==> src/rtl/uer_pkg.sv <==
package uer_pkg;

    localparam int unsigned ADDR_W = 4;
    localparam int unsigned DATA_W = 32;

    localparam logic [1:0] REG_TRIGGER_TICKS = 2'd0;
    localparam logic [1:0] REG_RISE_TIMEOUT  = 2'd1;
    localparam logic [1:0] REG_MAX_WIDTH     = 2'd2;

    localparam logic [7:0]  TRIGGER_TICKS_RST = 8'd15;
    localparam logic [19:0] RISE_TIMEOUT_RST  = 20'd600000;
    localparam logic [15:0] MAX_WIDTH_RST     = 16'd60000;

    localparam logic [1:0] ST_OK          = 2'd0;
    localparam logic [1:0] ST_RISE_TMO    = 2'd1;
    localparam logic [1:0] ST_NO_OBSTACLE = 2'd2;

    localparam logic [15:0] HIGH_CAP = 16'hFFFF;

    // floor(x / 58) = (x * CM_RECIP) >> CM_SHIFT for 15-bit x
    localparam logic [15:0] CM_RECIP = 16'd36158;
    localparam int unsigned CM_SHIFT = 21;

    typedef enum logic [3:0] {
        PH_IDLE = 4'b0001,
        PH_TRIG = 4'b0010,
        PH_WAIT = 4'b0100,
        PH_MEAS = 4'b1000
    } t_phase;

    typedef struct packed {
        logic start_req;
        logic echo;
    } t_in_word;

    typedef struct packed {
        logic               trig;
        logic               busy_res;
        logic               done_res;
        logic [1:0]         status;
        logic [14:0]        half_width;
        logic signed [15:0] distance_cm;
    } t_out_word;

    typedef struct packed {
        logic [7:0]  trigger_ticks;
        logic [19:0] rise_timeout;
        logic [15:0] max_width;
    } t_cfg;

endpackage

==> src/rtl/ultrasonic_echo_ranger.sv <==
// an accepted input word is held in the input register, and its result word then in the result register
// throughput: one word per cycle while i_out_ready is high, limited by the input and result registers
// every input word gives exactly one result word
// reset (i_rst_n low, synchronous): idle phase, counters and held distance
// cleared, registers back to their default values, both pipeline stages empty
module ultrasonic_echo_ranger (
    input  logic                        i_clk,
    input  logic                        i_rst_n,
    input  logic                        i_in_valid,
    output logic                        o_in_ready,
    input  uer_pkg::t_in_word           i_in_word,
    output logic                        o_out_valid,
    input  logic                        i_out_ready,
    output uer_pkg::t_out_word          o_out_word,
    input  logic                        psel,
    input  logic                        penable,
    input  logic                        pwrite,
    input  logic [uer_pkg::ADDR_W-1:0]  paddr,
    input  logic [uer_pkg::DATA_W-1:0]  pwdata,
    output logic [uer_pkg::DATA_W-1:0]  prdata,
    output logic                        pready
);

    uer_pkg::t_cfg      cfg;
    uer_pkg::t_in_word  r_in_word;
    logic               r_in_valid;
    uer_pkg::t_out_word r_out_word;
    logic               r_out_valid;
    uer_pkg::t_out_word res;
    logic               step;
    logic               in_take;

    assign step        = r_in_valid && (!r_out_valid || i_out_ready);
    assign o_in_ready  = !r_in_valid || step;
    assign in_take     = i_in_valid && o_in_ready;
    assign o_out_valid = r_out_valid;
    assign o_out_word  = r_out_word;

    uer_regs u_regs (
        .i_clk   (i_clk),
        .i_rst_n (i_rst_n),
        .psel    (psel),
        .penable (penable),
        .pwrite  (pwrite),
        .paddr   (paddr),
        .pwdata  (pwdata),
        .prdata  (prdata),
        .pready  (pready),
        .o_cfg   (cfg)
    );

    uer_fsm u_fsm (
        .i_clk   (i_clk),
        .i_rst_n (i_rst_n),
        .i_step  (step),
        .i_word  (r_in_word),
        .i_cfg   (cfg),
        .o_res   (res)
    );

    always_ff @(posedge i_clk) begin
        if (!i_rst_n) begin
            r_in_valid  <= 1'b0;
            r_out_valid <= 1'b0;
        end else begin
            r_in_valid  <= in_take || (r_in_valid && !step);
            r_out_valid <= step || (r_out_valid && !i_out_ready);
        end
    end

    always_ff @(posedge i_clk) begin
        if (in_take) begin
            r_in_word <= i_in_word;
        end
        if (step) begin
            r_out_word <= res;
        end
    end

endmodule

==> src/rtl/uer_regs.sv <==
module uer_regs (
    input  logic                        i_clk,
    input  logic                        i_rst_n,
    input  logic                        psel,
    input  logic                        penable,
    input  logic                        pwrite,
    input  logic [uer_pkg::ADDR_W-1:0]  paddr,
    input  logic [uer_pkg::DATA_W-1:0]  pwdata,
    output logic [uer_pkg::DATA_W-1:0]  prdata,
    output logic                        pready,
    output uer_pkg::t_cfg               o_cfg
);

    uer_pkg::t_cfg r_cfg;
    logic          wr_en;
    logic [1:0]    reg_idx;

    assign wr_en   = psel && penable && pwrite;
    assign reg_idx = paddr[3:2];
    assign pready  = 1'b1;
    assign o_cfg   = r_cfg;

    always_ff @(posedge i_clk) begin
        if (!i_rst_n) begin
            r_cfg.trigger_ticks <= uer_pkg::TRIGGER_TICKS_RST;
            r_cfg.rise_timeout  <= uer_pkg::RISE_TIMEOUT_RST;
            r_cfg.max_width     <= uer_pkg::MAX_WIDTH_RST;
        end else if (wr_en) begin
            unique case (reg_idx)
                uer_pkg::REG_TRIGGER_TICKS: r_cfg.trigger_ticks <= pwdata[7:0];
                uer_pkg::REG_RISE_TIMEOUT:  r_cfg.rise_timeout  <= pwdata[19:0];
                uer_pkg::REG_MAX_WIDTH:     r_cfg.max_width     <= pwdata[15:0];
                default: ;
            endcase
        end
    end

    always_comb begin
        unique case (reg_idx)
            uer_pkg::REG_TRIGGER_TICKS: prdata = {24'd0, r_cfg.trigger_ticks};
            uer_pkg::REG_RISE_TIMEOUT:  prdata = {12'd0, r_cfg.rise_timeout};
            uer_pkg::REG_MAX_WIDTH:     prdata = {16'd0, r_cfg.max_width};
            default:                    prdata = '0;
        endcase
    end

endmodule

==> src/rtl/uer_fsm.sv <==
module uer_fsm (
    input  logic              i_clk,
    input  logic              i_rst_n,
    input  logic              i_step,
    input  uer_pkg::t_in_word i_word,
    input  uer_pkg::t_cfg     i_cfg,
    output uer_pkg::t_out_word o_res
);

    uer_pkg::t_phase    r_phase;
    uer_pkg::t_phase    n_phase;
    logic [19:0]        r_wait_count;
    logic [19:0]        n_wait_count;
    logic [15:0]        r_high_count;
    logic [15:0]        n_high_count;
    logic signed [15:0] r_held;
    logic signed [15:0] n_held;

    uer_pkg::t_phase    cur_phase;
    logic [19:0]        cur_wait;
    logic [19:0]        wait_inc;
    logic [15:0]        high_inc;
    logic [14:0]        hw_cur;
    logic [30:0]        prod;
    logic [9:0]         quot;
    logic signed [15:0] cm_dist;
    logic               trig;
    logic               done;
    logic [1:0]         status;
    logic [14:0]        hw;

    // distance from the stored count, used on the falling edge
    assign hw_cur = r_high_count[15:1];
    assign prod   = 31'(hw_cur) * 31'(uer_pkg::CM_RECIP);
    assign quot   = prod[uer_pkg::CM_SHIFT +: 10];

    always_comb begin
        if (hw_cur == 15'd0) begin
            cm_dist = -16'sd1;
        end else if (quot == 10'd0) begin
            cm_dist = 16'sd0;
        end else begin
            cm_dist = signed'({6'd0, quot - 10'd1});
        end
    end

    always_comb begin
        cur_phase = r_phase;
        cur_wait  = r_wait_count;
        if (r_phase == uer_pkg::PH_IDLE && i_word.start_req) begin
            cur_phase = uer_pkg::PH_TRIG;
            cur_wait  = '0;
        end
        wait_inc = cur_wait + 20'd1;
        high_inc = (r_high_count != uer_pkg::HIGH_CAP) ? r_high_count + 16'd1
                                                         : r_high_count;

        n_phase      = cur_phase;
        n_wait_count = cur_wait;
        n_high_count = r_high_count;
        n_held       = r_held;
        trig         = 1'b0;
        done         = 1'b0;
        status       = uer_pkg::ST_OK;
        hw           = '0;

        unique case (cur_phase)
            uer_pkg::PH_IDLE: ;
            uer_pkg::PH_TRIG: begin
                trig         = 1'b1;
                n_wait_count = wait_inc;
                if (wait_inc >= 20'(i_cfg.trigger_ticks)) begin
                    n_phase      = uer_pkg::PH_WAIT;
                    n_wait_count = '0;
                end
            end
            uer_pkg::PH_WAIT: begin
                if (i_word.echo) begin
                    n_phase      = uer_pkg::PH_MEAS;
                    n_high_count = 16'd1;
                    if (i_cfg.max_width == 16'd0) begin
                        n_phase = uer_pkg::PH_IDLE;
                        done    = 1'b1;
                        status  = uer_pkg::ST_NO_OBSTACLE;
                    end
                end else begin
                    n_wait_count = wait_inc;
                    if (wait_inc >= i_cfg.rise_timeout) begin
                        n_phase = uer_pkg::PH_IDLE;
                        done    = 1'b1;
                        status  = uer_pkg::ST_RISE_TMO;
                    end
                end
            end
            uer_pkg::PH_MEAS: begin
                if (i_word.echo) begin
                    n_high_count = high_inc;
                    if (high_inc > i_cfg.max_width || high_inc == uer_pkg::HIGH_CAP) begin
                        n_phase = uer_pkg::PH_IDLE;
                        done    = 1'b1;
                        status  = uer_pkg::ST_NO_OBSTACLE;
                        hw      = high_inc[15:1];
                    end
                end else begin
                    n_phase = uer_pkg::PH_IDLE;
                    done    = 1'b1;
                    hw      = hw_cur;
                    if (r_high_count > i_cfg.max_width
                            || r_high_count == uer_pkg::HIGH_CAP) begin
                        status = uer_pkg::ST_NO_OBSTACLE;
                    end else begin
                        n_held = cm_dist;
                    end
                end
            end
            default: n_phase = uer_pkg::PH_IDLE;
        endcase

        o_res.trig        = trig;
        o_res.busy_res    = (n_phase != uer_pkg::PH_IDLE);
        o_res.done_res    = done;
        o_res.status      = status;
        o_res.half_width  = hw;
        o_res.distance_cm = n_held;
    end

    always_ff @(posedge i_clk) begin
        if (!i_rst_n) begin
            r_phase      <= uer_pkg::PH_IDLE;
            r_wait_count <= '0;
            r_high_count <= '0;
            r_held       <= '0;
        end else if (i_step) begin
            r_phase      <= n_phase;
            r_wait_count <= n_wait_count;
            r_high_count <= n_high_count;
            r_held       <= n_held;
        end
    end

endmodule

==> config.mk <==
export PLATFORM = sky130hd
export DESIGN_NAME = ultrasonic_echo_ranger
export DESIGN_NICKNAME = d
export VERILOG_FILES = /design/src/rtl/uer_pkg.sv /design/src/rtl/ultrasonic_echo_ranger.sv /design/src/rtl/uer_regs.sv /design/src/rtl/uer_fsm.sv
export SDC_FILE = /design/constraint.sdc
export NUM_CORES = 1
export LEC_CHECK = 0
export BUFFER_PORTS_ARGS = -buffer_cell sky130_fd_sc_hd__buf_2
export CAP_MARGIN = 10
export CORE_MARGIN = 10
export CORE_UTILIZATION = 40
export CTS_CLUSTER_DIAMETER = 40
export DETAILED_ROUTE_END_ITERATION = 10
export GPL_TIMING_DRIVEN = 0
export MAX_ROUTING_LAYER = met4
export REMOVE_ABC_BUFFERS = 1
export SLEW_MARGIN = 20
export SYNTH_ARGS = -nofsm -noshare
export SYNTH_HDL_FRONTEND = slang
export SYNTH_SLANG_ARGS = --single-unit
==> constraint.sdc <==
create_clock -name i_clk -period 6.1 [get_ports i_clk]
set_clock_uncertainty 0.15 [all_clocks]
set_input_delay 0.915 -clock i_clk [delete_from_list [all_inputs] [get_ports i_clk]]
set_output_delay 0.915 -clock i_clk [all_outputs]
set_load 0.01 [all_outputs]
### Word-level counts from Yosys, hierarchy flattened

Index checks and enable logic that the tools add are counted.

| storage, ports and cells | value |
|---|---|
| flip-flop bits (word level) | 140 |
| input port bits | 45 |
| output and inout port bits | 71 |
| word-level logic and storage cells | 102 |

| operators by class | value |
|---|---|
| add/subtract/negate cells | 3 |
| multipliers | 1 |
| order comparisons | 4 |
| equal/unequal tests | 13 |
| muxes and demuxes | 38 |
| reduce and logical (&&, ||, !) cells | 26 |

Operator list:

| cell | count |
|---|---|
| 16-bit 2-to-1 mux | 7 |
| 20-bit 2-to-1 mux | 3 |
| 20-bit case mux with 3 select lines | 1 |
| 20-bit case mux with 2 select lines | 1 |
| 16-bit equality test (second input constant) | 2 |
| 16-bit greater-than comparator | 2 |
| 16-bit case mux with 2 select lines | 1 |
| 15-bit by 15-bit multiplier with 30-bit output (second input constant) | 1 |
| 15-bit 2-to-1 mux | 2 |
| 4-bit 2-to-1 mux | 7 |
| 20-bit by 1-bit adder with 20-bit output (second input constant) | 1 |
| 20-bit >= comparator | 1 |
| 20-bit by 8-bit >= comparator with 1-bit output | 1 |
| 16-bit by 1-bit adder with 16-bit output (second input constant) | 1 |
| 16-bit logical NOT | 1 |
| 16-bit != test (second input constant) | 1 |
| 4-bit case mux with 4 select lines | 1 |
| 15-bit logical NOT | 1 |
| 10-bit logical NOT | 1 |
| 10-bit 2-to-1 mux | 1 |
| 2-bit 2-to-1 mux | 5 |
| 10-bit by 1-bit subtractor with 10-bit output (second input constant) | 1 |
| 4-bit by 1-bit equality test with 1-bit output (second input constant) | 2 |
| 1-bit logical AND | 7 |
| 16 further kinds | 33 |

### Depth between registers and ports, before layout

| logic depth | value |
|---|---|
| depth in word-level cells | 9 |
| mapped depth | 24 |
| mapped depth without buffers | 23 |

### Modules after synthesis

From an unflattened synthesis, not the netlist that was laid out.

| second synthesis, totals | value |
|---|---|
| cells, all modules | 1538 |
| area total of the unflattened synthesis | 13843.3 um2 |

By module, submodules not included:

| module | times used | cells an instance | area an instance (um2) | seq. area each (um2) |
|---|---|---|---|---|
| uer_fsm | 1 | 1246 | 10467.5 | 1121.1 |
| uer_regs | 1 | 245 | 2130.8 | 880.8 |
| ultrasonic_echo_ranger | 1 | 47 | 1244.9 | 1181.1 |

### Least setup slack after synthesis

OpenSTA, ideal clock, no wires.

| timing | value |
|---|---|
| kind | reg-to-reg |
| start | register u_fsm.r_high_count[9] |
| end | register r_out_word (netlist bit o_out_word[0]), data pin |
| data arrival time | 6.228 ns |
| data required time | 5.694 ns |
| setup slack | -0.534 ns |
| cell stages (with the launch flop) | 23 |
| clock period less this slack | 6.634 ns |
| cell sequence | dfxtp_1 -> clkbuf_1 -> inv_1 -> ha_1 -> xor2_1 -> ha_1 -> fa_1 -> fa_1 -> fa_1 -> inv_1 -> fa_1 -> inv_1 -> ha_1 -> a21oi_1 -> o21ai_0 -> o21a_1 -> or3_1 -> xnor2_1 -> ha_1 -> nand4_1 -> nor4_4 -> nor2b_1 -> o22a_1 |

RTL lines:

| element | line | source |
|---|---|---|
| start, declared | uer_fsm.sv:14 | `logic [15:0] r_high_count;` |
| start signal, assigned | uer_fsm.sv:136 | `r_high_count <= n_high_count;` |
| end signal, assigned | ultrasonic_echo_ranger.sv:76 | `r_out_word <= res;` |
| end, declared | ultrasonic_echo_ranger.sv:27 | `uer_pkg::t_out_word r_out_word;` |

==> results.sh <==
export IMPL_p_seq_share_pct=44.8
export IMPL_grtUsageMet3_pct=2.26
export IMPL_crit_fanout=4
export IMPL_total_leakage_power_nw=7.59
export IMPL_grt_met1_usage_pct=23.0
export IMPL_fin_nets=1949
export IMPL_cts_sinks=140
export IMPL_htree_levels=4
export IMPL_gp_congestion=0.901
export IMPL_die_h_um=203
export IMPL_place_hpwl_um=29200
export IMPL_drive_gt1_share_pct=19.6
export IMPL_setup_violations=20
export IMPL_async_flop_share_pct=0
export IMPL_antenna_cells=0
export IMPL_final_antenna_net_count=0
export IMPL_power_density_nw_per_um2=137
export IMPL_p_int_w=0.00161
export IMPL_initial_core_util_pct=40.8
export IMPL_yosysWarnings=0
export IMPL_required_ps=6120
export IMPL_rsz0062_at_grt="true"
export IMPL_globalRouteTotalUtil_pct=19.3
export IMPL_drc=0
export IMPL_synth_most_common_cell="ha_1"
export IMPL_drv_cap=0
export IMPL_fmax_mhz=158
export IMPL_dr_total_vias=11500
export IMPL_cts_hold_fix_buffers=0
export IMPL_synth_top_area_cell="ha_1"
export IMPL_run_status="finished with violations"
export IMPL_clkPwrFrac_pct=48.2
export IMPL_synth_area_per_cell_um2=8.85
export IMPL_cts_root_buf="clkbuf_16"
export IMPL_yosys_top_cells_count="ha_1, inv_1, nand2_1, dfxtp_1, fa_1"
export IMPL_path_clk_slew_ps=80
export IMPL_overflow=0
export IMPL_avgRoutedWirePerCell_um=18.5
export IMPL_syn_area_um2=13400
export IMPL_worstSetupEndpointType="register"
export IMPL_post_place_ws_ps=-1480
export IMPL_clk_path_buf_depth=2
export IMPL_violations="setup timing"
export IMPL_worstSetupPathType="reg -> reg"
export IMPL_seq_area_frac_synth_pct=23.8
export IMPL_drt_pass1_iter_count=5
export IMPL_synthFlopType="dfxtp_1"
export IMPL_grt_antenna_before_repair=0
export IMPL_die_w_um=203
export IMPL_start_kind="register"
export IMPL_min_path_type="reg -> reg"
export IMPL_fin_util_pct=48.8
export IMPL_cp_slowest_stage_delay_ps=560
export IMPL_synth_edf_count=38
export IMPL_crit_arrival_ps=6370
export IMPL_rows=66
export IMPL_crit_slowest_cell="fa_2"
export IMPL_wl_um=38700
export IMPL_via_per_inst=5.48
export IMPL_p_sw_w=0.000575
export IMPL_synth_top_cell_area_share_pct=17.9
export IMPL_grt_pass1_wl_um=62700
export IMPL_worstMarginPinSlew_ps=929
export IMPL_dieArea_um2=41100
export IMPL_p_comb_share_pct=7.0
export IMPL_core_um2=32700
export IMPL_portBuffers=88
export IMPL_yosys_top_cells_area="ha_1, dfxtp_1, fa_1"
export IMPL_cpMostUsedCell="fa_1"
export IMPL_yosysUniqueCellTypes=81
export IMPL_cts_buffers=17
export IMPL_finalHoldViolations=0
export IMPL_slew_limit_headroom_pct=37.2
export IMPL_grt_max_degree=78
export IMPL_whs_ps=315
export IMPL_swShare_pct=26.4
export IMPL_fin_crit_sh_pct=104
export IMPL_drt_iter0_markers=757
export IMPL_maxSlewViolCount=0
export IMPL_period_needed_ps=6350
export IMPL_io_pins=116
export IMPL_use_met2_pct=33.5
export IMPL_setup_ws_ps=-248
export IMPL_cts_tree="built"
export IMPL_grt_pass1_vias=11600
export IMPL_clk_latency_ps=430
export IMPL_syn_instance_count=1509
export IMPL_grt_busiest_layer="met2"
export IMPL_ir_drop_uv=153
export IMPL_path_cells="fa_1 > inv_2 > fa_2 > inv_2 > fa_1 > fa_2 > fa_1 > inv_1 > fa_1 > inv_2 > ha_4 > a21oi_4 > o21ai_2 > o21a_2 > or3_4 > xnor2_4 > ha_2 > nand4_1 > or3_1 > nand4_1 > a32oi_1"
export IMPL_syn2layout_area_growth_pct=19.6
export IMPL_ys_ff_latch=140
flip-flops by register name, indices dropped and copies added, names as in the netlist:
signal / count
r_in_word: 2
o_out_valid: 1
r_in_valid: 1
u_fsm.r_high_count: 16
u_regs.o_cfg: 44
u_fsm.r_held: 16
u_fsm.r_phase: 4
u_fsm.r_wait_count: 20
o_out_word: 36
placed cells by master (no fill, tap or decap), types with 21 or more instances in the layout:
| cell type | instances |
|---|---|
| nor3_1 | 23 |
| dfxtp_1 | 87 |
| a21boi_0 | 33 |
| nor2_1 | 50 |
| ha_1 | 180 |
| buf_4 | 59 |
| a22oi_1 | 21 |
| a21o_1 | 36 |
| inv_1 | 175 |
| nor2b_1 | 30 |
| buf_2 | 88 |
| and2_1 | 22 |
| edfxtp_1 | 38 |
| a21oi_1 | 54 |
| xnor2_1 | 28 |
| fa_1 | 70 |
| o21ai_0 | 44 |
| nand4_1 | 26 |
| nand2_1 | 154 |
| o211ai_1 | 28 |
| nand3_1 | 24 |
cell type report:
type	count	area [µm²]
clock inverter	15	170
timing repair buffer	162	1100
fill	3175	16700
inverter	183	687
clock buffer	17	425
sequential	140	3230
tap	442	553
multi-input combinational	1137	9800
worst max-delay path: cells and delay by family (launching register included):
kind	cells	cell delay, ps
xor gates and xnor gates	1	180
and+or+nand+nor	4	1090
AOI/OAI and AO/OA	4	600
DFF	1	370
buffers and inverters	4	180
adders and majority gates	8	3510
repair_timing:
action                                 4_1_cts  5_1_grt
cloned                                       0        0
setup endpoints to repair                   20       20
resized for setup                          110       25
buffers inserted                            56        5
endpoints found under the hold margin        0        0
pin swaps                                   46       19
stage by stage:
step                setup TNS [ps]  area (µm²)  instances  total power [W]
CTS                          -2370       15800       2091          0.00220
global placement            -89510       14100       1990          0.00115
floorplan                    -9340       13100       1460          0.00108
detailed placement          -25730       14300       2003          0.00116
global route                 -7420       16000       2096          0.00225
finish                       -3610       16000       2096          0.00218
per-layer routing:
| metal | vias up | part of all wire [%] |
|---|---|---|
| met1 | 5597 | 43 |
| met5 | - | 0 |
| met3 | 54 | 3.8 |
| li1 | 5580 | - |
| met4 | 0 | 2.4 |
| met2 | 262 | 50 |
power by group through the flow:
stage	Combinational, W	Clock [W]	Sequential, W
6_report	0.000152	0.00105	0.000978
4_1_cts	0.000153	0.00107	0.000978
3_3_place_gp	0.000142	0	0.00100
3_5_place_dp	0.000152	0	0.00100
5_1_grt	0.000167	0.00111	0.000980
2_1_floorplan	0.0000695	0	0.00101
final timing paths:
path | from | end | slack [ps] | cells past startpoint
worst max register to register | u_fsm.r_high_count[14]$_SDFFE_PN0P_ | o_out_word[8]$_DFFE_PP_ | -250 | 21
worst min-delay path | u_fsm.r_held[15]$_SDFFE_PN0P_ | u_fsm.r_held[15]$_SDFFE_PN0P_ | 320 | 2
worst min register to register | u_fsm.r_held[15]$_SDFFE_PN0P_ | u_fsm.r_held[15]$_SDFFE_PN0P_ | 320 | 2
worst max-delay path | u_fsm.r_high_count[14]$_SDFFE_PN0P_ | o_out_word[8]$_DFFE_PP_ | -250 | 21
kinds of logic after synthesis:
family,synth area share (%)
AO/OA/AOI/OAI,19.0
flip-flops,23.8
other,0.0562
buffers and inverters,7.36
adder cells (fa/ha/maj),28.7
multiplexers,0.843
XOR/XNOR,3.48
AND/OR/NAND/NOR,16.7
(Power assumes the default switching activity.)
